[src/rtl/core/fcb_pkg.sv]
// ----------------------------------------------------------------------------
// fcb_pkg
// Shared types, register indexes and constants of the format converting blit.
// ----------------------------------------------------------------------------
package fcb_pkg;

  localparam int MAX_DIMENSION = 4096;
  localparam int PALETTE_DEPTH = 256;
  localparam int PAL_AW        = $clog2(PALETTE_DEPTH);

  localparam logic [1:0] REG_MODE        = 2'd0;
  localparam logic [1:0] REG_PIXEL_BYTES = 2'd1;
  localparam logic [1:0] REG_STRIDE      = 2'd2;

  localparam logic [2:0] MODE_COPY   = 3'd0;
  localparam logic [2:0] MODE_RGB555 = 3'd1;
  localparam logic [2:0] MODE_RGB565 = 3'd2;
  localparam logic [2:0] MODE_PAL8   = 3'd3;
  localparam logic [2:0] MODE_NONE   = 3'd4;

  localparam logic [1:0] KIND_PAL_WRITE = 2'd0;
  localparam logic [1:0] KIND_START     = 2'd1;
  localparam logic [1:0] KIND_PIXEL     = 2'd2;

  localparam logic OUT_KIND_SIZE  = 1'b0;
  localparam logic OUT_KIND_PIXEL = 1'b1;

  typedef struct packed {
    logic [2:0]  conversion_mode;
    logic [2:0]  pixel_bytes;
    logic [15:0] dest_row_stride;
  } cfg_t;

  typedef struct packed {
    logic        valid;
    logic        is_pixel;
    logic [2:0]  mode;
    logic [2:0]  bpp;
    logic [31:0] px;
    logic [29:0] yprod;
    logic [16:0] xterm;
    logic [12:0] cw;
    logic [12:0] ch;
    logic        last;
  } stage_t;

endpackage

[src/rtl/core/fcb_if.sv]
// ----------------------------------------------------------------------------
// fcb_in_if / fcb_out_if
// Valid/ready channels carrying blit input items and result items.
// ----------------------------------------------------------------------------
interface fcb_in_if;
  logic        valid;
  logic        ready;
  logic [1:0]  kind;
  logic [31:0] pixel_in;
  logic [7:0]  palette_slot;
  logic [11:0] dest_x;
  logic [11:0] dest_y;
  logic [12:0] dest_width;
  logic [12:0] dest_height;
  logic [11:0] source_x;
  logic [11:0] source_y;
  logic [12:0] source_width;
  logic [12:0] source_height;

  modport source (
    output valid, kind, pixel_in, palette_slot, dest_x, dest_y, dest_width,
           dest_height, source_x, source_y, source_width, source_height,
    input  ready
  );
  modport sink (
    input  valid, kind, pixel_in, palette_slot, dest_x, dest_y, dest_width,
           dest_height, source_x, source_y, source_width, source_height,
    output ready
  );
endinterface


[src/rtl/core/fcb_front.sv]
// ----------------------------------------------------------------------------
// fcb_front
// Item decode, rectangle clip, raster counters and address product stage.
// ----------------------------------------------------------------------------
module fcb_front (
  input  logic            clk,
  input  logic            rst,
  input  fcb_pkg::cfg_t   cfg,
  input  logic            advance,
  fcb_in_if.sink          in_ch,
  output fcb_pkg::stage_t s1
);

  function automatic logic [12:0] clip_extent(input logic [12:0] size,
                                              input logic [11:0] start);
    logic [12:0] d;
    d = (size > {1'b0, start}) ? size - {1'b0, start} : '0;
    if (17'(d) > 17'(fcb_pkg::MAX_DIMENSION)) begin
      d = 13'(fcb_pkg::MAX_DIMENSION);
    end
    return d;
  endfunction

  logic        active;
  logic [12:0] col;
  logic [12:0] row;
  logic [12:0] cw;
  logic [12:0] ch;
  logic [11:0] ox;
  logic [11:0] oy;

  logic        accept;
  logic [2:0]  bpp;
  logic [12:0] wd, hd, ws, hs, w, h;
  logic [13:0] col_inc, row_inc;
  logic        col_end, row_end, last;
  logic [13:0] y_sum, x_sum;
  logic [29:0] yprod;
  logic [16:0] xterm;

  assign in_ch.ready = advance;
  assign accept      = in_ch.valid && advance;

  always_comb begin
    if (cfg.conversion_mode == fcb_pkg::MODE_COPY) begin
      if (cfg.pixel_bytes == 3'd0) begin
        bpp = 3'd1;
      end else if (cfg.pixel_bytes > 3'd4) begin
        bpp = 3'd4;
      end else begin
        bpp = cfg.pixel_bytes;
      end
    end else begin
      bpp = 3'd4;
    end
  end

  always_comb begin
    wd = clip_extent(in_ch.dest_width, in_ch.dest_x);
    hd = clip_extent(in_ch.dest_height, in_ch.dest_y);
    ws = clip_extent(in_ch.source_width, in_ch.source_x);
    hs = clip_extent(in_ch.source_height, in_ch.source_y);
    w  = (ws < wd) ? ws : wd;
    h  = (hs < hd) ? hs : hd;
    if (cfg.conversion_mode > fcb_pkg::MODE_PAL8) begin
      w = '0;
      h = '0;
    end
  end

  assign col_inc = {1'b0, col} + 14'd1;
  assign row_inc = {1'b0, row} + 14'd1;
  assign col_end = col_inc >= {1'b0, cw};
  assign row_end = row_inc >= {1'b0, ch};
  assign last    = col_end && row_end;
  assign y_sum   = 14'(oy) + 14'(row);
  assign x_sum   = 14'(ox) + 14'(col);
  assign yprod   = 30'(y_sum) * 30'(cfg.dest_row_stride);
  assign xterm   = 17'(x_sum) * 17'(bpp);

  always_ff @(posedge clk) begin
    if (rst) begin
      active <= 1'b0;
      col    <= '0;
      row    <= '0;
      cw     <= '0;
      ch     <= '0;
      ox     <= '0;
      oy     <= '0;
    end else if (accept) begin
      if (in_ch.kind == fcb_pkg::KIND_START) begin
        cw     <= w;
        ch     <= h;
        ox     <= in_ch.dest_x;
        oy     <= in_ch.dest_y;
        col    <= '0;
        row    <= '0;
        active <= (w != '0) && (h != '0);
      end else if (in_ch.kind == fcb_pkg::KIND_PIXEL && active) begin
        if (last) begin
          active <= 1'b0;
          col    <= '0;
          row    <= '0;
        end else if (col_end) begin
          col <= '0;
          row <= row_inc[12:0];
        end else begin
          col <= col_inc[12:0];
        end
      end
    end
  end

  always_ff @(posedge clk) begin
    if (rst) begin
      s1.valid <= 1'b0;
    end else if (advance) begin
      s1.valid <= accept && ((in_ch.kind == fcb_pkg::KIND_START) ||
                             (in_ch.kind == fcb_pkg::KIND_PIXEL && active));
    end
  end

  always_ff @(posedge clk) begin
    if (accept) begin
      s1.mode <= cfg.conversion_mode;
      s1.bpp  <= bpp;
      s1.px   <= in_ch.pixel_in;
      if (in_ch.kind == fcb_pkg::KIND_START) begin
        s1.is_pixel <= 1'b0;
        s1.yprod    <= '0;
        s1.xterm    <= '0;
        s1.cw       <= w;
        s1.ch       <= h;
        s1.last     <= 1'b0;
      end else begin
        s1.is_pixel <= 1'b1;
        s1.yprod    <= yprod;
        s1.xterm    <= xterm;
        s1.cw       <= cw;
        s1.ch       <= ch;
        s1.last     <= last;
      end
    end
  end

endmodule

[src/flat_wrapper.sv]
// flat-port wrapper written by rule: the top's interface ports become plain ports
module fcb_front_flat 
  (clk, rst, cfg, advance, s1, in_ch_valid, in_ch_kind, in_ch_pixel_in, in_ch_palette_slot, in_ch_dest_x, in_ch_dest_y, in_ch_dest_width, in_ch_dest_height, in_ch_source_x, in_ch_source_y, in_ch_source_width, in_ch_source_height, in_ch_ready);
  fcb_in_if in_ch_i ();
  input  logic clk;
  input  logic rst;
  input  fcb_pkg::cfg_t cfg;
  input  logic advance;
  output fcb_pkg::stage_t s1;
  input wire logic [$bits(in_ch_i.valid)-1:0] in_ch_valid;
  input wire logic [$bits(in_ch_i.kind)-1:0] in_ch_kind;
  input wire logic [$bits(in_ch_i.pixel_in)-1:0] in_ch_pixel_in;
  input wire logic [$bits(in_ch_i.palette_slot)-1:0] in_ch_palette_slot;
  input wire logic [$bits(in_ch_i.dest_x)-1:0] in_ch_dest_x;
  input wire logic [$bits(in_ch_i.dest_y)-1:0] in_ch_dest_y;
  input wire logic [$bits(in_ch_i.dest_width)-1:0] in_ch_dest_width;
  input wire logic [$bits(in_ch_i.dest_height)-1:0] in_ch_dest_height;
  input wire logic [$bits(in_ch_i.source_x)-1:0] in_ch_source_x;
  input wire logic [$bits(in_ch_i.source_y)-1:0] in_ch_source_y;
  input wire logic [$bits(in_ch_i.source_width)-1:0] in_ch_source_width;
  input wire logic [$bits(in_ch_i.source_height)-1:0] in_ch_source_height;
  output wire logic [$bits(in_ch_i.ready)-1:0] in_ch_ready;
  assign in_ch_i.valid = in_ch_valid;
  assign in_ch_i.kind = in_ch_kind;
  assign in_ch_i.pixel_in = in_ch_pixel_in;
  assign in_ch_i.palette_slot = in_ch_palette_slot;
  assign in_ch_i.dest_x = in_ch_dest_x;
  assign in_ch_i.dest_y = in_ch_dest_y;
  assign in_ch_i.dest_width = in_ch_dest_width;
  assign in_ch_i.dest_height = in_ch_dest_height;
  assign in_ch_i.source_x = in_ch_source_x;
  assign in_ch_i.source_y = in_ch_source_y;
  assign in_ch_i.source_width = in_ch_source_width;
  assign in_ch_i.source_height = in_ch_source_height;
  assign in_ch_ready = in_ch_i.ready;
  fcb_front u_core (.clk(clk), .rst(rst), .cfg(cfg), .advance(advance), .in_ch(in_ch_i), .s1(s1));
endmodule
[config.mk]
export PLATFORM = sky130hd
export DESIGN_NAME = fcb_front_flat
export DESIGN_NICKNAME = d
export VERILOG_FILES = /design/src/rtl/core/fcb_pkg.sv /design/src/rtl/core/fcb_if.sv /design/src/rtl/core/fcb_front.sv /design/src/flat_wrapper.sv
export SDC_FILE = /design/constraint.sdc
export NUM_CORES = 1
export LEC_CHECK = 0
export ABC_AREA = 1
export BUFFER_PORTS_ARGS = -buffer_cell sky130_fd_sc_hd__buf_2
export CORE_UTILIZATION = 51
export CTS_BUF_LIST = sky130_fd_sc_hd__clkbuf_16
export DETAILED_ROUTE_END_ITERATION = 8
export PLACE_DENSITY = 0.72
export REMOVE_ABC_BUFFERS = 1
export SETUP_SLACK_MARGIN = 0.1
export SYNTH_ARGS = -nofsm -noshare
export SYNTH_HDL_FRONTEND = slang
export SYNTH_SLANG_ARGS = --single-unit
[constraint.sdc]
create_clock -name clk -period 9.55 [get_ports clk]
set_input_delay 0.4775 -clock clk [delete_from_list [all_inputs] [get_ports clk]]
set_output_delay 0.4775 -clock clk [all_outputs]
set_load 0.02 [all_outputs]
==> flow_summary.json <==
{
  "area_delta_synth_final_pct": 11.0,
  "grt_max_degree": 101,
  "fill_cells": 3935,
  "drv_slew": 0,
  "ys_types": 59,
  "register_area_um2": 4950,
  "path_max_fanout": 12,
  "cts_sinks": 191,
  "place_ws_ps": 552,
  "path_buf_inv": 6,
  "dpl.hpwl_mm": 46.8,
  "cp_data_required_time_ps": 9780,
  "grt-ovfl-total": 0,
  "ir_drop_uv": 83.5,
  "async_flop_share": 0,
  "syn_area_per_cell_um2": 7.51,
  "via_count": 19336,
  "postRouteAntennaNets": 0,
  "p_leak_nw": 13.1,
  "finalCritPeriodShare": 0.900,
  "clock_skew_ps": 16.5,
  "drive_gt1_frac": 0.119,
  "synth-edff-count": 113,
  "setup_violations": 0,
  "path_class": "reg2reg",
  "cts_root_buf": "clkbuf_16",
  "worstMarginPinSlew_ps": 1150,
  "numCtsBuffers": 17,
  "antenna_found_initial": 1,
  "core_um2": 41900,
  "drt-vias-per-instance": 5.28,
  "cts-htree-levels": 4,
  "drt_wl_total_mm": 57.4,
  "grt_pass1_vias": 19141,
  "drc": 0,
  "worstPathArrival_ps": 8820,
  "die_width_um": 208,
  "synth-seq-cells": 191,
  "nNetsFinal": 3698,
  "track_usage": 0.271,
  "powerDensity_nw_per_um2": 111,
  "critPathMostFrequentCell": "a21oi_1",
  "power_mw": 2.66,
  "max_slew_margin": 0.230,
  "die_h_um": 208,
  "final_common_cell": "nand2_1",
  "final_util": 0.574,
  "slowest_delay_ps": 520,
  "cp-end-kind": "flop",
  "cp_top_family": "adder cells",
  "hp-class": "in2reg",
  "start_util": 0.517,
  "cp_slowest_cell": "fa_1",
  "place_congestion": 0.923,
  "grt_setup_unrepaired": "no",
  "max_cap_violations": 0,
  "drt_pass1_iterations": 5,
  "drt_iter0_markers": 1232,
  "multi_input_area_um2": 14100,
  "clkLatencyLatePin_ps": 480,
  "synth_area_um2": 21700,
  "period_minus_slack_ps": 8590,
  "cts_setup_buffers": 0,
  "clk_path_buf_depth": 2,
  "yosysWarnings": 0,
  "yosys_most_used_dff": "edfxtp_1",
  "path_clk_slew_ps": 90,
  "cp-start-kind": "flop",
  "grt_pass1_wl_mm": 93.9,
  "row_count": 75,
  "fin_ws_ps": 956,
  "wire_per_inst_um": 15.7,
  "yosysSeqAreaShare": 0.229,
  "finalSetupTns_ps": 0,
  "fmax_mhz": 116,
  "finalHoldViolCount": 0,
  "status": "completed",
  "port_buffers": 274,
  "die-area_um2": 43300,
  "cts_tree": "built",
  "layout_common_cells": "nand2_1 (649), inv_1 (592), buf_2 (274), ha_1 (234), nor2_1 (228)",
  "pin_count": 283,
  "syn_inst": 2888
}
cell type report:
type,instances,share of cell area
Antenna cell,1,0.000104
Inverter,605,0.0945
Clock inverter,15,0.00686
Sequential cell,191,0.206
Clock buffer,17,0.0177
Timing Repair Buffer,281,0.0592
Tap cell,539,0.0280
Multi-Input combinational cell,2016,0.588
path summary, 6_finish.rpt:
kind / startpoint / endpoint / slack, ps / cells after the start
worst max-delay path: u_core.row[2] / u_core.s1[71] / 960 / 37
worst min-delay path: in_ch_pixel_in[9] / u_core.s1[83] / 180 / 1
worst max register to register: u_core.row[2] / u_core.s1[71] / 960 / 37
worst min register to register: u_core.col[12] / u_core.col[12] / 470 / 2
synthesized netlist by cell type, types with 12 or more instances:
master | count | area, µm²
nand3_1 | 144 | 721
nand2_1 | 650 | 2440
a21oi_1 | 198 | 991
nor2_1 | 230 | 863
o21ai_1 | 13 | 65.1
edfxtp_1 | 113 | 3390
nor3_1 | 17 | 85.1
nand4_1 | 28 | 175
o21a_1 | 17 | 128
xor2_1 | 39 | 342
clkbuf_1 | 65 | 244
ha_1 | 234 | 2930
inv_1 | 593 | 2230
o21ai_0 | 132 | 661
nand2_2 | 12 | 75.1
fa_1 | 184 | 3680
dfxtp_1 | 78 | 1560
state kept, by name (all words and copies together) (netlist names):
name	flops
u_core.col	13
u_core.active	1
u_core.row	13
u_core.ch	13
u_core.cw	13
u_core.ox	12
u_core.s1	114
u_core.oy	12
per-stage QoR:
| step | hold slack [ps] | cells | area [µm²] |
|---|---|---|---|
| after CTS | 157 | 3664 | 24100 |
| after global placement | 450 | 3632 | 23500 |
| after global routing | 157 | 3664 | 24100 |
| final | 176 | 3665 | 24100 |
| after detailed placement | 460 | 3632 | 23500 |
| after floorplan | 441 | 2812 | 21300 |
cell families (layout without fill, tap and decap cells):
family | count (synthesis) | after routing | share of synthesized area
flip-flops | 191 | 191 | 0.229
buffers and inverters | 681 | 918 | 0.120
AND/OR/NAND/NOR | 1129 | 1129 | 0.219
adder cells (fa/ha/maj) | 418 | 418 | 0.305
other | 0 | 1 | 0
XOR/XNOR | 46 | 46 | 0.0186
AO/OA/AOI/OAI | 423 | 423 | 0.109
metal layers:
metal  wire length [µm]  GRT usage  share of wire
met5                  0          0              0
met4               1690     0.0930          0.030
met3               3220     0.0392          0.056
met2              28000      0.479           0.49
met1              24400      0.338           0.43
report_power, final:
group          switching (mW)  internal [mW]
clock                   0.379          0.351
sequential             0.0160          0.921
combinational           0.653          0.340
total                    1.05           1.61
what timing repair did:
action,4_1_cts,5_1_grt
setup endpoints to repair,0,4
resized for setup,0,6
endpoints found under the hold margin,0,0
hold buffers,0,0
Power figures use the tool's default switching activity.
