### src/rtl/core/fcb_pkg.sv
// ----------------------------------------------------------------------------
// fcb_pkg
// Shared types, register indexes and constants of the format converting blit.
// ----------------------------------------------------------------------------
package fcb_pkg;

  localparam int MAX_DIMENSION = 4096;
  localparam int PALETTE_DEPTH = 256;
  localparam int PAL_AW        = $clog2(PALETTE_DEPTH);

  localparam logic [1:0] REG_MODE        = 2'd0;
  localparam logic [1:0] REG_PIXEL_BYTES = 2'd1;
  localparam logic [1:0] REG_STRIDE      = 2'd2;

  localparam logic [2:0] MODE_COPY   = 3'd0;
  localparam logic [2:0] MODE_RGB555 = 3'd1;
  localparam logic [2:0] MODE_RGB565 = 3'd2;
  localparam logic [2:0] MODE_PAL8   = 3'd3;
  localparam logic [2:0] MODE_NONE   = 3'd4;

  localparam logic [1:0] KIND_PAL_WRITE = 2'd0;
  localparam logic [1:0] KIND_START     = 2'd1;
  localparam logic [1:0] KIND_PIXEL     = 2'd2;

  localparam logic OUT_KIND_SIZE  = 1'b0;
  localparam logic OUT_KIND_PIXEL = 1'b1;

  typedef struct packed {
    logic [2:0]  conversion_mode;
    logic [2:0]  pixel_bytes;
    logic [15:0] dest_row_stride;
  } cfg_t;

  typedef struct packed {
    logic        valid;
    logic        is_pixel;
    logic [2:0]  mode;
    logic [2:0]  bpp;
    logic [31:0] px;
    logic [29:0] yprod;
    logic [16:0] xterm;
    logic [12:0] cw;
    logic [12:0] ch;
    logic        last;
  } stage_t;

endpackage

### src/rtl/core/fcb_regs.sv
// ----------------------------------------------------------------------------
// fcb_regs
// APB configuration registers: conversion mode, pixel bytes, row stride.
// ----------------------------------------------------------------------------
module fcb_regs (
  input  logic          clk,
  input  logic          rst,
  input  logic          psel,
  input  logic          penable,
  input  logic          pwrite,
  input  logic [3:0]    paddr,
  input  logic [31:0]   pwdata,
  output logic [31:0]   prdata,
  output logic          pready,
  output fcb_pkg::cfg_t cfg
);

  logic       wr;
  logic [1:0] idx;

  assign pready = 1'b1;
  assign idx    = paddr[3:2];
  assign wr     = psel && penable && pwrite;

  always_ff @(posedge clk) begin
    if (rst) begin
      cfg.conversion_mode <= fcb_pkg::MODE_NONE;
      cfg.pixel_bytes     <= 3'd4;
      cfg.dest_row_stride <= '0;
    end else if (wr) begin
      unique case (idx)
        fcb_pkg::REG_MODE:        cfg.conversion_mode <= pwdata[2:0];
        fcb_pkg::REG_PIXEL_BYTES: cfg.pixel_bytes     <= pwdata[2:0];
        fcb_pkg::REG_STRIDE:      cfg.dest_row_stride <= pwdata[15:0];
        default: ;
      endcase
    end
  end

  always_comb begin
    unique case (idx)
      fcb_pkg::REG_MODE:        prdata = {29'd0, cfg.conversion_mode};
      fcb_pkg::REG_PIXEL_BYTES: prdata = {29'd0, cfg.pixel_bytes};
      fcb_pkg::REG_STRIDE:      prdata = {16'd0, cfg.dest_row_stride};
      default:                  prdata = '0;
    endcase
  end

endmodule

### config.mk
export PLATFORM = sky130hd
export DESIGN_NAME = fcb_regs
export DESIGN_NICKNAME = d
export VERILOG_FILES = /design/src/rtl/core/fcb_pkg.sv /design/src/rtl/core/fcb_regs.sv
export SDC_FILE = /design/constraint.sdc
export NUM_CORES = 1
export LEC_CHECK = 0
export CAP_MARGIN = 30
export CELL_PAD_IN_SITES_DETAIL_PLACEMENT = 0
export CELL_PAD_IN_SITES_GLOBAL_PLACEMENT = 1
export CORE_ASPECT_RATIO = 1.25
export CORE_MARGIN = 2
export CORE_UTILIZATION = 38
export CTS_CLUSTER_SIZE = 16
export DETAILED_ROUTE_END_ITERATION = 10
export DONT_BUFFER_PORTS = 1
export GPL_TIMING_DRIVEN = 1
export PLACE_DENSITY_LB_ADDON = 0.1
export SLEW_MARGIN = 15
export SYNTH_ARGS = -nofsm -noshare
export SYNTH_HDL_FRONTEND = slang
export SYNTH_SLANG_ARGS = --single-unit
### constraint.sdc
create_clock -name clk -period 1.1 [get_ports clk]
set_input_delay 0.22 -clock clk [delete_from_list [all_inputs] [get_ports clk]]
set_output_delay 0.22 -clock clk [all_outputs]
set_load 0.1 [all_outputs]
==> run summary, run 1 <==
The run finished, with violations left. The checks that failed: setup timing. Setup repair after global routing could not meet its margin everywhere. For this run, the number of Yosys warnings is 0. Dividing the detail-routed via count by the number of cells gives 4.61. For this design, the CTS-stage hold fixing added 0 buffers. In the routed design, unresolved DRC markers number 0.

The final global-route overflow total was 0. At the end of the flow the core is filled with cells to 55.7%. The analysis attributes to cell leakage a power of 0.725 nW. Summing every instance area after synthesis gives 1270 µm². The switching share of power is 36.3%.

The cell internal power dissipation came out at 1.18 mW. For this run, the register share of the synthesized area comes to 34.7%. The tool flagged a number of max-cap violations equal to 0. Antenna violation net count after detailed routing: 0. The number of failing hold endpoints at the final stage came out at 0.

Kind of start point of the critical path: a register. By count the netlist is led by 36 x nand2b_1, 25 x mux2i_1, 22 x dfxtp_1, 18 x buf_4, 13 x and2_1. The portion of the clock cycle consumed by the worst path in the final layout works out to 114%.

Of all nets on the critical path, the largest fanout is 2. The power per standard cell area works out to 1040 nW/µm². The combinational share of power was 27.2%; the area of the core region was 3190 µm². For this run, global-route usage on met1 was measured as 16.6%.

The total number of clock tree sinks was 22. The worst setup path is captured at an output port. Sorting the synthesized cells by area gives the leading types as dfxtp_1 35%, mux2i_1 20%, nand2b_1 18%. Across every metal layer, demand over resource in global routing totals 14.3%.

By startpoint and endpoint, the worst setup path is classified as register to output port. Each instance of the synthesized netlist takes up on average 9.12 µm². Buffers inserted during clock tree synthesis total 3.

Final hold analysis gives a worst-case slack of 0.0959 ns. Filler-free cell count of the finished design: 198. Once detailed placement completed, the half-perimeter wirelength came to 2020 µm. Counting flops with a built-in enable in the synthesized netlist gives 0. The most frequently used flop master after synthesis is dfxtp_1. The instance count after placement with tap cells included is 194.

The final critical-path setup slack was -0.157 ns; the number of flip-flops under the largest register name was 22. The leading area contributor after synthesis was dfxtp_1. The first detailed-routing pass took 4 iterations. The share of post-route cells with drive strength above 1 is 47.8%, and the global-route wire length before repair is 4260 µm. Most frequent cell after synthesis: nand2b_1. The maximum vdd ir drop was 0.000608 V; the global placement routability congestion was 0.697. The initial standard-cell utilization of the core was 39.7%.

The max-slew violation total from the final report came out at 0. The tools report the post-route setup TNS as -1.31 ns. The tools report the met2 track demand over resource as 25.0%.

The number of cells on the worst reg-to-reg path was 3. TritonCTS built the clock tree. Buffers added to address setup during post-CTS repair amount to 0. The die extent in y is 68.6 µm.

The tools report the required time at the endpoint of the critical path as 0.88 ns. The clock network is responsible for 31.0% of the overall power. The average wire per cell in the routed design works out to 13.2 µm.

The worst-case clock skew is 0 ns, and the number of antenna violations at the first check in global routing is 0. For this design the total switching power over the nets is 0.675 mW. Level count of the clock H-tree: 1. The layer flagged by global routing as most heavily used is met2. The number of global-route vias before repair is 912, and the number of placement rows is 23.

The tools report the arrival time reported for the critical path endpoint as 1.04 ns. The clock root buffer is clkbuf_8. The number of nets in the layout was 203. Post-synthesis sequential element count: 22.

The count of port buffers added during placement came out at 0. The filler cell count in the final layout came out at 283. Proportion of synthesized flip-flops having asynchronous set or reset: 0%. The die covers 3820 µm². The detailed router finished its first iteration with 6 violations.

After clock tree synthesis, the clock-pin slew on the worst setup and hold paths is 0.08 ns. For the post-synthesis instance total, the log shows 139. The number of I/O pins is 96.

Before CTS, the worst setup slack after placement is -0.0518 ns. Global routing used 3.92% of the available met3 tracks. The area overhead of the layout relative to synthesis came out at 40.5%. Counting flops per register, the top entry is cfg. In this run the biggest area consumer among cell types represents 34.7% of the synthesized area.

The number of antenna diodes in the final layout is 0. The run gives 40 as the largest net degree at the start of global routing. The run gives 912 as the total vias in the final route. Fraction of power consumed by sequential logic: 41.8%. The worst path in the final design needs a cycle of 1.26 ns, including I/O delays and setup. Number of distinct library cell variants in the gate-level netlist after synthesis: 18.

In this run the worst hold path is classified as input pin to register. Timing would allow up to 0.795 GHz. The aggregate routed wire length is 2620 µm, and the number of endpoints failing setup at the final stage is 19. The largest registers in the layout are cfg: 22 flops. Die boundary width: 55.7 µm. The worst hold path passes through 2 cells. The buffer depth of the longest clock path was 2; the clock insertion delay at the later pin of the skew report was 0.26 ns.
## routing by layer
layer	vias to the layer above	share of wire, %	wire length [µm]
met5	-	0	0
met4	0	0.92	24
met3	2	7.1	185
met2	37	53	1400
met1	424	39	1020
li1	449	-	-
## final timing paths
path	endpoint	from	slack [ns]
worst max-delay path	prdata[1]	cfg[20]$_SDFFE_PP0P_	-0.16
worst min-delay path	cfg[2]$_SDFFE_PP0P_	pwdata[2]	0.1
worst max register to register	cfg[21]$_SDFFE_PP1P_	cfg[21]$_SDFFE_PP1P_	0.15
worst min register to register	cfg[1]$_SDFFE_PP0P_	cfg[1]$_SDFFE_PP0P_	0.49
## layout make-up
type	count	area, µm²	share of cell area (%)
Tap cell	37	46.3	2.60
Multi-Input combinational cell	105	815	45.7
Sequential cell	22	515	29.0
Clock buffer	4	55.1	3.09
Timing Repair Buffer	30	349	19.6
## what timing repair did
item	4_1_cts	5_1_grt
pin swaps	4	0
setup endpoints to repair	38	23
gates resized for setup	17	6
## placed cells by master, fill, tap and decap left out, drive strengths merged
cell type,n
nor2,3
clkbuf,4
conb,17
dfxtp,22
mux2i,25
nor3b,1
buf,30
or3b,1
nand2b,36
nand2,3
and2,13
o21ai,3
nand3,1
nor2b,1
or3,1
## power groups by stage
stage / sequential [mW] / combinational (mW) / clock (mW)
after global placement: 0.792 / 0.497 / 0
after floorplan: 0.869 / 0.448 / 0
after global routing: 0.777 / 0.523 / 0.639
after CTS: 0.775 / 0.505 / 0.606
after detailed placement: 0.793 / 0.499 / 0
final: 0.775 / 0.506 / 0.575
## stage by stage
stage	power, mW	area (µm²)
after floorplan	1.32	1530
after global placement	1.29	1640
after detailed placement	1.29	1640
after CTS	1.89	1760
after global routing	1.94	1780
final	1.86	1780
## cell families (layout without fill, tap and decap cells)
group	after synthesis	after routing	share of synthesized area (%)
muxes	25	25	19.7
and+or+nand+nor	60	60	28.6
buffers and inverters	27	34	15.1
DFF	22	22	34.7
AOI/OAI and AO/OA	3	3	1.18
other	2	17	0.593
## critical path, cell delays in order, from the launching register on
cell and delay, ns:
dfxtp_4 0.37, mux2i_4 0.07, o21ai_4 0.15, buf_12 0.19
Note: power is estimated with default switching activity, not from simulation.
==> run 2, diff against run 1 <==
Settings changed: ABC_AREA set to 1, CORE_UTILIZATION 38 to 35, CTS_CLUSTER_SIZE 16 to 25.
==> run 2 against run 1 <==
Compared with the run above:
- the flow still finishes with violations (setup timing)
- die area rose by 8.7%
- global-route usage rose by 2.3 points
- fmax rose by 4.5%
- power rose by 22%
- combinational power rose by 40%
==> run summary, run 2 <==
The power per standard cell area came out at 1040 nW/µm² (-0.45%). The count of warnings emitted by yosys came out at 0 (unchanged). Mean instance size in the synthesized netlist: 6.26 µm² (-31%). The most frequently used flop master after synthesis was dfxtp_1. The met3 wire length is 220 µm (+19%), and the length of routed wiring on met1 is 1310 µm (+29%).

The area overhead of the layout relative to synthesis works out to 70.3%. The die boundary width works out to 58.0 µm (+4.2%). Counting instances in the post-synthesis netlist gives the leading cell types as 58 x nor2_1, 34 x nand2_1, 31 x inv_1, 26 x nand3_1, 22 x dfxtp_1. In the layout the commonest cells are 45 x nor2_1, 25 x nand2_1, 23 x nand3_1, 22 x dfxtp_4, 19 x buf_6. The average wire per cell in the routed design is 11.8 µm (-11%). The clock insertion delay at the later pin of the skew report was 0.26 ns (about the same). The area fraction of the dominant cell type after synthesis came out at 34.5% (-0.24 points). Antenna violation net count after detailed routing: 0 (unchanged). The global placement routability congestion came out at 0.726 (+4.2%).

The switching share of power is 38.9% (+2.5 points). Number of I/O pins: 96 (unchanged). The area of the core region was 3480 µm² (+9.0%); the number of failing hold endpoints at the final stage was 0 (unchanged). The run finished, with violations left.

The final global-route overflow total is 0 (unchanged). The total inserted antenna cells came out at 0 (unchanged). The run gives 16.6% (+2.3 points) as the total routing usage reported by global routing.

The reported net switching power was 0.877 mW (+30%). The kind of cell with the highest combined delay along the critical path is flip-flops. The share of post-route cells with drive strength above 1 works out to 46.7% (-1.1 points). Aggregate routed wire length: 3350 µm (+28%). The final critical-path setup slack came out at -0.104 ns (+0.0536 ns).

The cell internal power dissipation is 1.38 mW (+17%), and the clock-pin slew on the worst setup and hold paths is 0.09 ns (about the same). The count of port buffers added during placement is 0 (unchanged). Max-slew violation total from the final report: 0 (unchanged).

On the critical path, the stage with the largest delay is an instance of dfxtp_4. The maximum operating frequency is 0.831 GHz (+4.5%), and the total half-perimeter wirelength after legalization and detailed placement is 2670 µm (+33%). The number of placement rows was 24 (+4.3%); the sum of internal, switching and leakage power was 2.26 mW (+22%). Number of hold buffers added after cts: 0 (unchanged). The proportion of synthesized flip-flops having asynchronous set or reset came out at 0% (unchanged). The number of buffers created by CTS is 3 (unchanged), and the maximum vdd ir drop is 0.000835 V (+37%). By instance count, the leading cell after synthesis is nor2_1. TritonCTS built the clock tree. The number of DRC violations after detailed-routing iteration 0 was 24 (+18). The category of the critical setup timing path was register to output port. In the final layout, the registers with the most flip-flops are cfg: 22 flops. The worst hold slack was 0.0877 ns (-0.00830 ns); the maximum fanout along the worst path was 2 (unchanged). The total vias in the final route is 1290 (+41%). Clock tree synthesis selected as its root buffer the cell clkbuf_8. For the arrival time reported for the critical path endpoint, the log shows 0.98 ns (-0.06 ns). The largest net degree at the start of global routing was 23 (-43%).

The checks that failed: setup timing. The full die area was 4150 µm² (+8.7%). For the area of all placed cells without fillers, the log shows 2170 µm² (+22%).

The global-route wire length before repair was 5510 µm (+29%); the number of endpoints failing setup at the final stage was 17 (-2). The library cell used most frequently in the layout, excluding fill and tap cells, is nor2_1. The portion of the clock cycle consumed by the worst path in the final layout works out to 109% (-4.9 points).

The type of element capturing the critical path was an output port. Traced cell by cell, the critical path runs through nand2_4 -> nand3_4. The tools report the kind of start point of the critical path as a register. For the number of nets in the layout, the log shows 286 (+41%). The buffer depth of the longest clock path is 2 (unchanged). Post-synthesis instance total: 204 (+47%).

The tools report the worst-case clock skew as 0 ns (unchanged). After detailed routing, no signal wire sits above met4. The longest individual stage delay on the worst path works out to 0.36 ns (about the same).

The logs give 34.5% (-0.24 points) for the share of synthesized area occupied by flip-flops and latches and 0 (unchanged) for the number of violations of the max-capacitance limit. The length of the first detailed-routing pass in iterations came out at 3 (-1). The initial standard-cell utilization of the core is 36.6% (-3.0 points), and the detailed-route vias per instance is 4.56 (-1.0%). Setup repair after global routing could not meet its margin everywhere.

The tools report the filler-free cell count of the finished design as 283 (+43%). The path class of the lowest-slack min-delay path is input pin to register. For the number of distinct library cell variants in the gate-level netlist after synthesis, the log shows 15 (-3). The tools report the instance count after placement with tap cells included as 278 (+43%). The synthesized cell area was 1280 µm² (+0.69%). The tools report the leakage power total as 0.993 nW (+37%). The die extent in y works out to 71.5 µm (+4.3%). The tools report the required time at the endpoint of the critical path as 0.88 ns (about the same). The count of unresolved DRC violations after routing was 0 (unchanged). The worst path buffer plus inverter count was 0 (-1); the number of flip-flops under the largest register name was 22 (unchanged). For the post-placement cell area, the log shows 1950 µm² (+19%). The run gives 0.22 ns (+0.07 ns) as the slack of the worst reg-to-reg path. By area the synthesized netlist is led by dfxtp_1 35%, nor2_1 17%, buf_4 11%.

The number of synthesized flops with an enable pin works out to 0 (unchanged). The run gives 22 (unchanged) as the total number of clock tree sinks. The shortest clock period the worst path allows after layout is 1.20 ns (-0.0536 ns), and the combinational share of power is 31.3% (+4.1 points). The fraction of power consumed by sequential logic came out at 35.0% (-6.8 points). The post-synthesis sequential element count was 22 (unchanged). The number of global-route vias before repair came out at 1244 (+36%).

The largest total area in the synthesized netlist belongs to dfxtp_1. The amount of wire on met2 after detailed routing was 1800 µm (+29%); the number of antenna violations at the first check in global routing was 0 (unchanged). The relative contribution of the clock network to total power was 33.7% (+2.7 points). For the level count of the clock H-tree, the log shows 1 (unchanged). The top register by number of flip-flops was cfg.
==> run 2: worst paths after layout <==
| path | start | end | depth (start not counted) |
|---|---|---|---|
| max | cfg[0]$_SDFFE_PP0P_ | prdata[0] | 2 |
| min | pwdata[2] | cfg[18]$_SDFFE_PP1P_ | 2 |
| max reg2reg | cfg[18]$_SDFFE_PP1P_ | cfg[18]$_SDFFE_PP1P_ | 3 |
| min reg2reg | cfg[15]$_SDFFE_PP0P_ | cfg[15]$_SDFFE_PP0P_ | 2 |
==> run 2: power groups by stage <==
| stage | clock, mW | combinational [mW] | sequential [mW] |
|---|---|---|---|
| CTS | 0.784 | 0.698 | 0.789 |
| detailed placement | 0 | 0.682 | 0.804 |
| global placement | 0 | 0.677 | 0.803 |
| global route | 0.803 | 0.738 | 0.793 |
| floorplan | 0 | 0.522 | 0.934 |
| finish | 0.759 | 0.706 | 0.791 |
==> run 2: area by class of cell <==
class	count	area [µm²]
Clock inverter	1	30.0
Sequential cell	22	523
Fill cell	308	1310
Multi-Input combinational cell	140	785
Inverter	33	139
Clock buffer	3	41.3
Timing Repair Buffer	45	607
Tap cell	39	48.8
==> run 2: routing by layer <==
metal	global-route usage (%)	vias to the layer above
met3	4.33	2
li1	-	653
met1	18.9	597
met4	4.65	0
met5	0	-
met2	29.9	38
==> run 2: per-stage QoR <==
| step | util [%] | worst slack, ns | setup TNS [ns] |
|---|---|---|---|
| floorplan | - | -0.195 | -2.64 |
| global placement | 56.1 | -0.0372 | -0.464 |
| detailed placement | 56.1 | -0.0616 | -0.947 |
| CTS | 61.1 | -0.112 | -1.21 |
| global route | 62.4 | -0.137 | -1.61 |
| finish | 62.4 | -0.104 | -1.00 |
==> run 2: timing repair <==
item                                    in CTS  in global routing
gates resized for setup                     26                  9
setup buffers                                0                  1
endpoints found under the setup margin      38                 20
pin swaps                                    5                  3
==> run 2: cells by family after synthesis <==
group,Yosys count,synth area share [%]
simple gates,121,39.9
buf+inv,57,24.2
flops,22,34.5
compound gates,2,0.784
other cells,2,0.588
