## src/rtl/core/fcb_pkg.sv

```systemverilog
// ----------------------------------------------------------------------------
// fcb_pkg
// Shared types, register indexes and constants of the format converting blit.
// ----------------------------------------------------------------------------
package fcb_pkg;

  localparam int MAX_DIMENSION = 4096;
  localparam int PALETTE_DEPTH = 256;
  localparam int PAL_AW        = $clog2(PALETTE_DEPTH);

  localparam logic [1:0] REG_MODE        = 2'd0;
  localparam logic [1:0] REG_PIXEL_BYTES = 2'd1;
  localparam logic [1:0] REG_STRIDE      = 2'd2;

  localparam logic [2:0] MODE_COPY   = 3'd0;
  localparam logic [2:0] MODE_RGB555 = 3'd1;
  localparam logic [2:0] MODE_RGB565 = 3'd2;
  localparam logic [2:0] MODE_PAL8   = 3'd3;
  localparam logic [2:0] MODE_NONE   = 3'd4;

  localparam logic [1:0] KIND_PAL_WRITE = 2'd0;
  localparam logic [1:0] KIND_START     = 2'd1;
  localparam logic [1:0] KIND_PIXEL     = 2'd2;

  localparam logic OUT_KIND_SIZE  = 1'b0;
  localparam logic OUT_KIND_PIXEL = 1'b1;

  typedef struct packed {
    logic [2:0]  conversion_mode;
    logic [2:0]  pixel_bytes;
    logic [15:0] dest_row_stride;
  } cfg_t;

  typedef struct packed {
    logic        valid;
    logic        is_pixel;
    logic [2:0]  mode;
    logic [2:0]  bpp;
    logic [31:0] px;
    logic [29:0] yprod;
    logic [16:0] xterm;
    logic [12:0] cw;
    logic [12:0] ch;
    logic        last;
  } stage_t;

endpackage

```

## src/rtl/core/fcb_if.sv

```systemverilog


interface fcb_out_if;
  logic        valid;
  logic        ready;
  logic        out_kind;
  logic [31:0] byte_offset;
  logic [31:0] pixel_out;
  logic [2:0]  write_bytes;
  logic [12:0] clip_width;
  logic [12:0] clip_height;
  logic        last_of_blit;

  modport source (
    output valid, out_kind, byte_offset, pixel_out, write_bytes, clip_width,
           clip_height, last_of_blit,
    input  ready
  );
  modport sink (
    input  valid, out_kind, byte_offset, pixel_out, write_bytes, clip_width,
           clip_height, last_of_blit,
    output ready
  );
endinterface

```

## src/rtl/core/fcb_back.sv

```systemverilog
// ----------------------------------------------------------------------------
// fcb_back
// Pixel conversion, offset sum and result output register.
// ----------------------------------------------------------------------------
module fcb_back (
  input  logic            clk,
  input  logic            rst,
  input  fcb_pkg::stage_t s1,
  input  logic [23:0]     pal_data,
  output logic            advance,
  fcb_out_if.source       out_ch
);

  function automatic logic [7:0] widen5(input logic [4:0] v);
    return {v, v[4:2]};
  endfunction

  logic [15:0] c;
  logic [31:0] conv;

  assign advance = !out_ch.valid || out_ch.ready;
  assign c       = s1.px[15:0];

  always_comb begin
    unique case (s1.mode)
      fcb_pkg::MODE_RGB555:
        conv = {8'hFF, widen5(c[14:10]), widen5(c[9:5]), widen5(c[4:0])};
      fcb_pkg::MODE_RGB565:
        conv = {8'hFF, widen5(c[15:11]), c[10:5], c[10:9], widen5(c[4:0])};
      fcb_pkg::MODE_PAL8:
        conv = {8'hFF, pal_data};
      default: begin
        unique case (s1.bpp)
          3'd1:    conv = {24'd0, s1.px[7:0]};
          3'd2:    conv = {16'd0, s1.px[15:0]};
          3'd3:    conv = {8'd0, s1.px[23:0]};
          default: conv = s1.px;
        endcase
      end
    endcase
  end

  always_ff @(posedge clk) begin
    if (rst) begin
      out_ch.valid <= 1'b0;
    end else if (advance) begin
      out_ch.valid <= s1.valid;
    end
  end

  always_ff @(posedge clk) begin
    if (advance && s1.valid) begin
      out_ch.out_kind     <= s1.is_pixel ? fcb_pkg::OUT_KIND_PIXEL
                                         : fcb_pkg::OUT_KIND_SIZE;
      out_ch.byte_offset  <= 32'(s1.yprod) + 32'(s1.xterm);
      out_ch.pixel_out    <= s1.is_pixel ? conv : '0;
      out_ch.write_bytes  <= s1.bpp;
      out_ch.clip_width   <= s1.cw;
      out_ch.clip_height  <= s1.ch;
      out_ch.last_of_blit <= s1.last;
    end
  end

endmodule

```

## src/flat_wrapper.sv

```systemverilog
// flat-port wrapper written by rule: the top's interface ports become plain ports
module fcb_back_flat 
  (clk, rst, s1, pal_data, advance, out_ch_valid, out_ch_out_kind, out_ch_byte_offset, out_ch_pixel_out, out_ch_write_bytes, out_ch_clip_width, out_ch_clip_height, out_ch_last_of_blit, out_ch_ready);
  fcb_out_if out_ch_i ();
  input  logic clk;
  input  logic rst;
  input  fcb_pkg::stage_t s1;
  input  logic [23:0] pal_data;
  output logic advance;
  output wire logic [$bits(out_ch_i.valid)-1:0] out_ch_valid;
  output wire logic [$bits(out_ch_i.out_kind)-1:0] out_ch_out_kind;
  output wire logic [$bits(out_ch_i.byte_offset)-1:0] out_ch_byte_offset;
  output wire logic [$bits(out_ch_i.pixel_out)-1:0] out_ch_pixel_out;
  output wire logic [$bits(out_ch_i.write_bytes)-1:0] out_ch_write_bytes;
  output wire logic [$bits(out_ch_i.clip_width)-1:0] out_ch_clip_width;
  output wire logic [$bits(out_ch_i.clip_height)-1:0] out_ch_clip_height;
  output wire logic [$bits(out_ch_i.last_of_blit)-1:0] out_ch_last_of_blit;
  input wire logic [$bits(out_ch_i.ready)-1:0] out_ch_ready;
  assign out_ch_valid = out_ch_i.valid;
  assign out_ch_out_kind = out_ch_i.out_kind;
  assign out_ch_byte_offset = out_ch_i.byte_offset;
  assign out_ch_pixel_out = out_ch_i.pixel_out;
  assign out_ch_write_bytes = out_ch_i.write_bytes;
  assign out_ch_clip_width = out_ch_i.clip_width;
  assign out_ch_clip_height = out_ch_i.clip_height;
  assign out_ch_last_of_blit = out_ch_i.last_of_blit;
  assign out_ch_i.ready = out_ch_ready;
  fcb_back u_core (.clk(clk), .rst(rst), .s1(s1), .pal_data(pal_data), .advance(advance), .out_ch(out_ch_i));
endmodule
```

## config.mk

```make
export PLATFORM = sky130hd
export DESIGN_NAME = fcb_back_flat
export DESIGN_NICKNAME = d
export VERILOG_FILES = /design/src/rtl/core/fcb_pkg.sv /design/src/rtl/core/fcb_if.sv /design/src/rtl/core/fcb_back.sv /design/src/flat_wrapper.sv
export SDC_FILE = /design/constraint.sdc
export NUM_CORES = 1
export LEC_CHECK = 0
export CORE_MARGIN = 5
export CORE_UTILIZATION = 30
export CTS_CLUSTER_SIZE = 14
export DETAILED_ROUTE_END_ITERATION = 8
export DONT_BUFFER_PORTS = 1
export HOLD_SLACK_MARGIN = 0.12
export SLEW_MARGIN = 15
export SYNTH_ARGS = -nofsm -noshare
export SYNTH_HDL_FRONTEND = slang
export SYNTH_SLANG_ARGS = --single-unit
export TNS_END_PERCENT = 30
```

## constraint.sdc

```tcl
create_clock -name clk -period 4.2 [get_ports clk]
set_clock_uncertainty 0.1 [all_clocks]
set_input_delay 0 -clock clk [delete_from_list [all_inputs] [get_ports clk]]
set_output_delay 0 -clock clk [all_outputs]
set_load 0.01 [all_outputs]
```

==> results of run 1 <==
kinds of logic after synthesis:
kind of cell    count (synthesis)  synth area share (%)
compound gates                129                  16.5
xor+xnor                       29                  5.06
fa+ha+maj                      18                  4.64
buf+inv                        31                  3.04
flops                          95                  56.6
mux                            12                  2.44
other cells                     1                0.0747
simple gates                  124                  11.6
metrics by stage:
stage,cells,utilization [%],hold slack [ns],setup slack [ns],instance area (µm²)
global placement,636,31.3,-0.0262,2.05,5180
floorplan,439,-,-0.0309,0.935,5020
detailed placement,636,31.3,-0.0152,1.99,5180
==> impl_metrics.yaml, run 1 <==
place:
  globalplace.congestion: 0.918
  io_buffer_count: 0
  dpl.hpwl_mm: 11.1
synth:
  syn_area_per_cell_um2: 11.4
  yosysMostFrequentCell: "edfxtp_1"
  synth_edf_count: 94
  netlist.area_leader.share_pct: 56.2
  synth.distinct_cells: 50
  syn_inst: 439
  synth_ff_type: "edfxtp_1"
  yosysTopAreaCell: "edfxtp_1"
  syn_area_um2: 5020
  synth_top_cells_by_count: "94 x edfxtp_1, 59 x a21oi_1, 40 x nand2_1"
  synth-seq-cells: 95
  syn_nets: 598
  yosysSeqAreaShare_pct: 56.6
  async_flop_share_pct: 0
  yosys_warnings: 0
  netlist_top_cells_area: "edfxtp_1 56%, a21oi_1 5.9%, ha_1 4.2%"
floorplanning:
  die_x_um: 139
  die_h_um: 139
  start_util_pct: 30.4
  rows: 47
  io_pins: 238
clocking:
  cts_buffer_depth: 2
  cts_htree_levels: 3
  cts_setup_buffers: 0
  cts-resized-gates: 0
  clock-sinks: 95
  cts-root-buf: "clkbuf_16"
  cts_made_buffers: 9
  cts_hold_buf: 131
outcome:
  status: "did not finish"
  stop_stage: "clock tree synthesis (4_1_cts)"
  error: "[ERROR RSZ-0060] Max buffer count reached."
==> inputs of run 2 (changes only) <==
Settings changed: CORE_UTILIZATION 30 to 20, CTS_CLUSTER_SIZE 14 to not set, HOLD_SLACK_MARGIN 0.12 to not set, PLACE_DENSITY_LB_ADDON set to 0.15.
==> impl_metrics.yaml, run 2 <==
outcome:
  status: "finished, final reports clean"
min_path:
  min_to: "u_core.out_ch.byte_offset[4]"
  timing.hold.worst.start: "s1[30]"
  holdPathStages: 3
  hold_class: "input pin to flop"
floorplanning:
  io_pins: 238
  rows: 58
  coreArea_um2: 25000
  die_x_um: 168
  die_h_um: 168
  start_util_pct: 20.1
  dieArea_um2: 28400
critical_path:
  critPathArrivalTime_ns: 2.87
  cpMostUsedCell: "dlygate4sd3_1"
  rr_startpoint: "u_core.out_ch.valid"
  reg2reg_to: "u_core.out_ch.byte_offset[2]"
  critPathSlowestCell: "dlygate4sd3_1"
  path_buf_inv: 2
  cp.required_ns: 4.21
  crit_chain: "dlygate4sd3_1, ha_1, fa_1, a21o_1, a221oi_4, a211oi_2, o2111ai_1, xnor2_1, dlygate4sd3_1"
  crit_type: "input pin to flop"
  reg2reg_slack_ns: 2.35
  r2r_cells: 3
  max_stage_delay_ns: 0.55
  startpoint_type: "input pin"
  end_kind: "flop"
  crit_family: "buffers and inverters"
  cp_max_fo: 5
clocking:
  cts_made_buffers: 9
  cts_tree: "done"
  cts-root-buf: "clkbuf_16"
  clock-sinks: 95
  clkLatencyLatePin_ns: 0.35
  cts_htree_levels: 3
  clk_pin_slew_ns: 0.08
  cts_buffer_depth: 2
place:
  dpl.hpwl_mm: 12.2
  pre_cts_ws_ns: 2.04
  io_buffer_count: 0
  placed_area_um2: 5330
  globalplace.congestion: 0.774
drt:
  wirelength_mm: 16.5
  wl_met1_mm: 6.67
  ant_nets: 0
  dr_total_vias: 3858
  drc_errors: 0
  via_per_inst: 4.41
  drtIter0Drc: 161
  dr.max_layer_used: "met4"
  first_pass_iters: 5
  avgRoutedWirePerCell_um: 18.9
  wl_met3_um: 973
  route.met2.wl_mm: 8.59
global_routing:
  grt_max_degree: 42
  grt-ovfl-total: 0
  grtUsageTotal_pct: 11.2
  antenna_found_initial: 0
  grt_pass1_vias: 4155
  grt_pass1_wl_mm: 24.7
timing:
  final-setup-viol-count: 0
  final-hold-violation-count: 0
  fin_ws_ns: 1.33
  timing.hold.ws_ns: 0.0170
  period_share_pct: 68.2
  tightestPinTransition_ns: 1.14
  fin_crit_ns: 2.87
  setup_tns_ns: 0
  rsz0062_at_grt: "no"
  slew_violations: 0
  fmax_ghz: 0.349
  max_slew_margin_pct: 23.6
power:
  p_per_area_nw_per_um2: 365
  pwr-share-seq_pct: 49.5
  combPwrFrac_pct: 16.1
  finalPower_mw: 2.46
  power_switching_mw: 0.693
  power.internal_mw: 1.77
  pwr-share-clk_pct: 34.3
  vdd_drop_max_mv: 0.142
  p_sw_share_pct: 28.2
  power.leakage_nw: 2.38
synth:
  yosys_warnings: 0
  synth_top_cells_by_count: "94 x edfxtp_1, 59 x a21oi_1, 40 x nand2_1"
  async_flop_share_pct: 0
  synth_edf_count: 94
  syn_area_um2: 5020
  netlist.area_leader.share_pct: 56.2
  synth_ff_type: "edfxtp_1"
  syn_inst: 439
  yosysTopAreaCell: "edfxtp_1"
  synth-seq-cells: 95
  yosysSeqAreaShare_pct: 56.6
  syn_area_per_cell_um2: 11.4
  synth.distinct_cells: 50
  netlist_top_cells_area: "edfxtp_1 56%, a21oi_1 5.9%, ha_1 4.2%"
  yosysMostFrequentCell: "edfxtp_1"
  syn_nets: 598
final_layout:
  fin_area_um2: 6750
  fillerInstances: 2614
  largest_reg_flops: 32
  num_antenna_cells: 0
  largest_register: "u_core.out_ch.pixel_out"
  syn_to_final_growth_pct: 34.4
  nNetsFinal: 699
  drive_gt1_share_pct: 6.61
  mostFrequentLayoutCells: "112 x dlygate4sd3_1, 94 x edfxtp_1, 59 x a21oi_1"
  layout_commonest_cell: "dlygate4sd3_1"
  top_regs: "u_core.out_ch.pixel_out x32, u_core.out_ch.byte_offset x31"
flow_run:
  drv_cap: 0
run 2: tightest hold or removal path, stage by stage:
cell,delay [ns]
ha_1,0.17
a21oi_1,0.06
xnor2_1,0.13
run 2: how the worst max path moves through the flow:
| stage | from | end | slack [ns] | cells past startpoint |
|---|---|---|---|---|
| floorplan | u_core.out_ch.valid | u_core.out_ch.byte_offset[0] | 0.93 | 2 |
| global route | s1[44] | u_core.out_ch.byte_offset[24] | 1.13 | 9 |
| detailed placement | s1[27] | u_core.out_ch.byte_offset[24] | 2.04 | 7 |
| finish | s1[44] | u_core.out_ch.byte_offset[24] | 1.33 | 9 |
| global placement | s1[27] | u_core.out_ch.byte_offset[28] | 2.06 | 7 |
| CTS | s1[44] | u_core.out_ch.byte_offset[24] | 1.33 | 9 |
run 2: cells by family (layout without fill, tap and decap cells):
logic type                 Yosys count  in the layout  share of synthesized area (%)
xor gates and xnor gates            29             29                           5.06
AOI/OAI and AO/OA                  129            129                           16.5
DFF                                 95             95                           56.6
muxes                               12             12                           2.44
and+or+nand+nor                    124            124                           11.6
other                                1              1                         0.0747
adders and majority gates           18             18                           4.64
buffers and inverters               31            137                           3.04
run 2: stage by stage:
stage / cells / utilization, %
final: 875 / 27.0
after CTS: 875 / 27.0
after global placement: 747 / 21.3
after global routing: 875 / 27.0
after detailed placement: 747 / 21.3
after floorplan: 439 / -
run 2: timing repair:
action,CTS,global route
hold endpoints to repair,96,0
endpoints found under the setup margin,0,0
hold buffers,112,0
buffers inserted,0,0
gates resized for setup,0,0
run 2: routing by layer:
| layer | track usage [%] | up-vias |
|---|---|---|
| li1 | - | 1844 |
| met1 | 12.8 | 1851 |
| met2 | 20.6 | 149 |
| met3 | 2.39 | 14 |
| met4 | 3.95 | 0 |
| met5 | 0 | - |
run 2: area by class of cell:
class / instances / area (µm²) / area share, %
Sequential cell: 95 / 2840 / 42.1
Multi-Input combinational cell: 313 / 2030 / 30.1
Timing Repair Buffer: 114 / 1140 / 16.8
Tap cell: 330 / 413 / 6.12
Clock buffer: 10 / 239 / 3.54
Clock inverter: 6 / 61.3 / 0.909
Inverter: 7 / 26.3 / 0.389
run 2: power groups by stage:
stage / logic [mW] / registers [mW] / clock network, mW
2_1_floorplan: 0.240 / 1.22 / 0
3_3_place_gp: 0.292 / 1.25 / 0
3_5_place_dp: 0.295 / 1.25 / 0
4_1_cts: 0.403 / 1.22 / 0.894
5_1_grt: 0.440 / 1.23 / 0.933
6_report: 0.397 / 1.22 / 0.845
(Power assumes the default switching activity.)
==> inputs of run 3 (changes only) <==
Clock period 4.2 ns to 2.6 ns, I/O delays scaled along.
==> impl_metrics.yaml, run 3 (synthesized netlist as in run 2, its figures left out) <==
floorplanning:
  die_x_um: 168
  coreArea_um2: 25000
  die_h_um: 168
  start_util_pct: 20.1
  dieArea_um2: 28400
  io_pins: 238
  rows: 58
outcome:
  status: "finished, final reports clean"
final_layout:
  syn_to_final_growth_pct: 35.2
  largest_register: "u_core.out_ch.pixel_out"
  fin_area_um2: 6790
  fillerInstances: 2631
  top_regs: "u_core.out_ch.pixel_out x32, u_core.out_ch.byte_offset x31"
  num_antenna_cells: 0
  largest_reg_flops: 32
  multi_input_area_um2: 2040
  drive_gt1_share_pct: 7.30
  mostFrequentLayoutCells: "111 x dlygate4sd3_1, 94 x edfxtp_1, 59 x a21oi_1"
  area.sequential_um2: 2840
  layout_commonest_cell: "dlygate4sd3_1"
  nNetsFinal: 702
  stdcell_count: 878
power:
  pwr-share-clk_pct: 33.9
  power.internal_mw: 2.85
  vdd_drop_max_mv: 0.243
  p_per_area_nw_per_um2: 587
  combPwrFrac_pct: 16.7
  power_switching_mw: 1.13
  p_sw_share_pct: 28.5
  pwr-share-seq_pct: 49.4
  power.leakage_nw: 2.40
  finalPower_mw: 3.98
timing:
  fin_crit_ns: 2.50
  slew_violations: 0
  fmax_ghz: 0.401
  rsz0062_at_grt: "no"
  setup_tns_ns: 0
  final-hold-violation-count: 0
  period_share_pct: 96.0
  tightestPinTransition_ns: 0.888
  final-setup-viol-count: 0
  max_slew_margin_pct: 40.7
global_routing:
  grt_pass1_wl_mm: 24.9
  antenna_found_initial: 0
  grt-ovfl-total: 0
  grtUsageTotal_pct: 11.3
  grt_max_degree: 57
  grt_pass1_vias: 4068
critical_path:
  crit_type: "input pin to flop"
  end_kind: "flop"
  startpoint_type: "input pin"
  cp_max_fo: 5
  critPathArrivalTime_ns: 2.51
  cp.required_ns: 2.61
drt:
  drtIter0Drc: 210
  dr_total_vias: 3971
  avgRoutedWirePerCell_um: 19.0
  wirelength_mm: 16.7
  via_per_inst: 4.52
  ant_nets: 0
  first_pass_iters: 4
  drc_errors: 0
place:
  numPlacedInstances: 749
  globalplace.congestion: 0.793
  placed_area_um2: 5350
  dpl.hpwl_mm: 12.2
  io_buffer_count: 0
clocking:
  cts-root-buf: "clkbuf_16"
  clkLatencyLatePin_ns: 0.35
  clk_pin_slew_ns: 0.08
  cts_tree: "done"
  cts_buffer_depth: 2
  cts_made_buffers: 9
  cts_htree_levels: 3
  clock-sinks: 95
flow_run:
  drv_cap: 0
min_path:
  hold_class: "input pin to flop"
-- run 3: changes by cell type in the layout (fill, tap and decap cells not counted) --
| cell | previous run | this run |
|---|---|---|
| buf_4 | 2 | 5 |
| inv_6 | 2 | 0 |
| inv_8 | 1 | 3 |
| a211oi_2 | 1 | 0 |
| a211oi_4 | 0 | 1 |
| buf_12 | 0 | 1 |
| clkbuf_8 | 1 | 0 |
| clkinvlp_4 | 1 | 2 |
| dlygate4sd3_1 | 112 | 111 |
-- run 3: critical path, cell delays in order --
cell and delay [ns]:
dlygate4sd3_1 0.54, ha_1 0.32, a21o_1 0.23, a221oi_4 0.36, a211oi_4 0.15, o2111ai_1 0.26, xnor2_1 0.09, dlygate4sd3_1 0.55
-- run 3: what timing repair did --
item	CTS	global route
setup endpoints to repair	0	2
setup buffers	0	2
gates resized for setup	0	1
hold endpoints to repair	85	0
hold buffers	111	0
-- run 3: metal layers --
layer	up-vias	share of wire, %	track usage (%)
li1	1848	-	-
met1	1959	40	13.2
met2	149	52	20.3
met3	15	6.5	2.84
met4	0	1.5	3.71
met5	-	0	0
-- run 3: final timing paths --
path	from	endpoint	slack [ns]	cells past startpoint
setup / recovery	s1[46]	u_core.out_ch.byte_offset[28]	0.10	8
hold reg to reg	u_core.out_ch.valid	u_core.out_ch.clip_height[6]	0.77	2
hold / removal	s1[61]	u_core.out_ch.byte_offset[18]	0.02	3
setup reg to reg	u_core.out_ch.valid	u_core.out_ch.pixel_out[16]	0.95	3
-- run 3: power by group through the flow --
stage,clock network [mW],registers [mW],logic (mW)
after global routing,1.48,1.98,0.733
after floorplan,0,1.97,0.388
after CTS,1.43,1.97,0.661
after detailed placement,0,2.01,0.484
final,1.35,1.97,0.665
after global placement,0,2.01,0.479
-- run 3: cell type report --
type | instances | share of cell area, %
flip-flops and latches | 95 | 41.9
multi-input cells | 313 | 30.0
repair buffers | 117 | 17.2
well taps | 330 | 6.09
clock buffers | 9 | 3.32
clock inverters | 7 | 1.09
inverters | 7 | 0.387
-- run 3: per-stage QoR --
step	hold slack (ns)	setup WS, ns	util [%]
after floorplan	-0.0309	0.375	-
after global placement	-0.0298	0.454	21.4
after detailed placement	-0.0269	0.443	21.4
after CTS	0.00251	0.0287	27.1
after global routing	0.0309	0.0230	27.2
final	0.0204	0.103	27.2
==> inputs of run 4 (changes only) <==
Settings changed: BUFFER_PORTS_ARGS set to -buffer_cell sky130_fd_sc_hd__buf_4, DONT_BUFFER_PORTS 1 to not set.
==> impl_metrics.yaml, run 4 (synthesized netlist as in run 2, its figures left out) <==
final_layout:
  top_regs: "u_core.out_ch.pixel_out x32, u_core.out_ch.byte_offset x31"
  area.sequential_um2: 2840
  syn_to_final_growth_pct: 66.8
  drive_gt1_share_pct: 35.7
  fillerInstances: 2613
  multi_input_area_um2: 2030
  mostFrequentLayoutCells: "238 x buf_4, 95 x dlygate4sd3_1, 94 x edfxtp_1"
  layout_commonest_cell: "buf_4"
  largest_register: "u_core.out_ch.pixel_out"
  largest_reg_flops: 32
  nNetsFinal: 919
  num_antenna_cells: 0
critical_path:
  cp.required_ns: 2.60
  cp_max_fo: 5
  startpoint_type: "input pin"
  critPathArrivalTime_ns: 2.44
  crit_type: "input pin to flop"
  path_buf_inv: 2
  max_stage_delay_ns: 0.55
  crit_chain: "buf_4, ha_1, fa_1, a21o_1, a221oi_4, a211oi_2, o2111ai_1, xnor2_1, dlygate4sd3_1"
  critPathSlowestCell: "dlygate4sd3_1"
  end_kind: "flop"
  crit_family: "compound AO/OA/AOI/OAI gates"
global_routing:
  grt_pass1_wl_mm: 27.1
  grt-ovfl-total: 0
  grtUsageTotal_pct: 12.0
  grt_pass1_vias: 5056
  gr-max-usage-layer: "met2"
  grt_use_met2_pct: 21.8
  antenna_found_initial: 0
  grt_max_degree: 51
  grt_util_met3_pct: 2.44
  grtUsageMet1_pct: 14.0
clocking:
  clk_pin_slew_ns: 0.07
  cts_buffer_depth: 2
  clkLatencyLatePin_ns: 0.35
  cts_tree: "done"
  cts_htree_levels: 3
  cts_setup_buffers: 0
  cts-root-buf: "clkbuf_16"
  clock-sinks: 95
  cts_made_buffers: 9
timing:
  fmax_ghz: 0.410
  final-setup-viol-count: 0
  period_share_pct: 93.9
  slew_violations: 0
  timing.hold.ws_ns: 0.0347
  max_slew_margin_pct: 46.9
  tightestPinTransition_ns: 0.796
  final-hold-violation-count: 0
  fin_crit_ns: 2.44
  rsz0062_at_grt: "no"
  setup_tns_ns: 0
power:
  combPwrFrac_pct: 24.4
  p_sw_share_pct: 28.7
  pwr-share-clk_pct: 32.0
  power.leakage_nw: 3.45
  power_switching_mw: 1.23
  power.internal_mw: 3.07
  p_per_area_nw_per_um2: 514
  pwr-share-seq_pct: 43.6
  vdd_drop_max_mv: 0.231
drt:
  drc_errors: 0
  avgRoutedWirePerCell_um: 15.9
  dr_total_vias: 4684
  drtIter0Drc: 220
  first_pass_iters: 4
  ant_nets: 0
  wirelength_mm: 17.5
  via_per_inst: 4.28
outcome:
  status: "finished, final reports clean"
floorplanning:
  dieArea_um2: 28400
  rows: 58
  coreArea_um2: 25000
  die_h_um: 168
  start_util_pct: 20.1
  io_pins: 238
  die_x_um: 168
min_path:
  hold_class: "input pin to flop"
flow_run:
  drv_cap: 0
place:
  dpl.hpwl_mm: 13.2
  globalplace.congestion: 0.769
  io_buffer_count: 236
[run 4: cell count changes in the layout (fill, tap and decap cells not counted), sizes merged]
cell,change
buf,+233
clkinv,+2
clkinvlp,-2
dlygate4sd3,-16
[run 4: layer usage]
layer  routed length [µm]  up-vias
met5                    0        -
met4                  331        0
met3                  930       23
met2                 9100      148
met1                 7100     2228
li1                     -     2285
[run 4: cell type report]
cell class,count,area share [%]
flip-flops and latches,95,34.0
clock inverters,7,0.912
clock buffers,9,2.69
repair buffers,334,32.9
multi-input cells,313,24.2
well taps,330,4.93
inverters,7,0.314
[run 4: final timing paths]
check	startpoint	endpoint	slack, ns	cells after the start
worst max-delay path	s1[27]	u_core.out_ch.byte_offset[26]	0.16	9
worst min-delay path	s1[84]	u_core.out_ch.pixel_out[10]	0.03	3
worst max register to register	u_core.out_ch.valid	u_core.out_ch.pixel_out[10]	0.94	3
worst min register to register	u_core.out_ch.valid	u_core.out_ch.clip_height[8]	0.81	2
[run 4: metrics by stage]
step	cells	utilization [%]	worst slack (ns)	total power, mW	cell area [µm²]
6_report	1095	33.5	0.159	4.30	8370
5_1_grt	1095	33.5	0.0144	4.53	8370
4_1_cts	1095	33.5	0.184	4.39	8370
3_5_place_dp	984	28.5	0.338	2.85	7120
3_3_place_gp	984	28.5	0.357	2.84	7120
2_1_floorplan	439	-	0.375	2.36	5020
[run 4: repair_timing]
| action | in CTS | in global routing |
|---|---|---|
| hold buffers | 95 | 0 |
| endpoints found under the hold margin | 79 | 0 |
| resized for setup | 0 | 0 |
[run 4: worst min-delay path, delay by kind of cell]
| kind | cells | cell delay (ns) |
|---|---|---|
| compound gates | 1 | 0.12 |
| simple gates | 1 | 0.06 |
| buf+inv | 1 | 0.14 |
[run 4: power groups by stage]
| stage | clock network [mW] | registers [mW] | logic (mW) |
|---|---|---|---|
| 3_5_place_dp | 0 | 1.91 | 0.934 |
| 2_1_floorplan | 0 | 1.97 | 0.388 |
| 6_report | 1.38 | 1.88 | 1.05 |
| 4_1_cts | 1.45 | 1.88 | 1.06 |
| 5_1_grt | 1.50 | 1.89 | 1.14 |
| 3_3_place_gp | 0 | 1.91 | 0.927 |
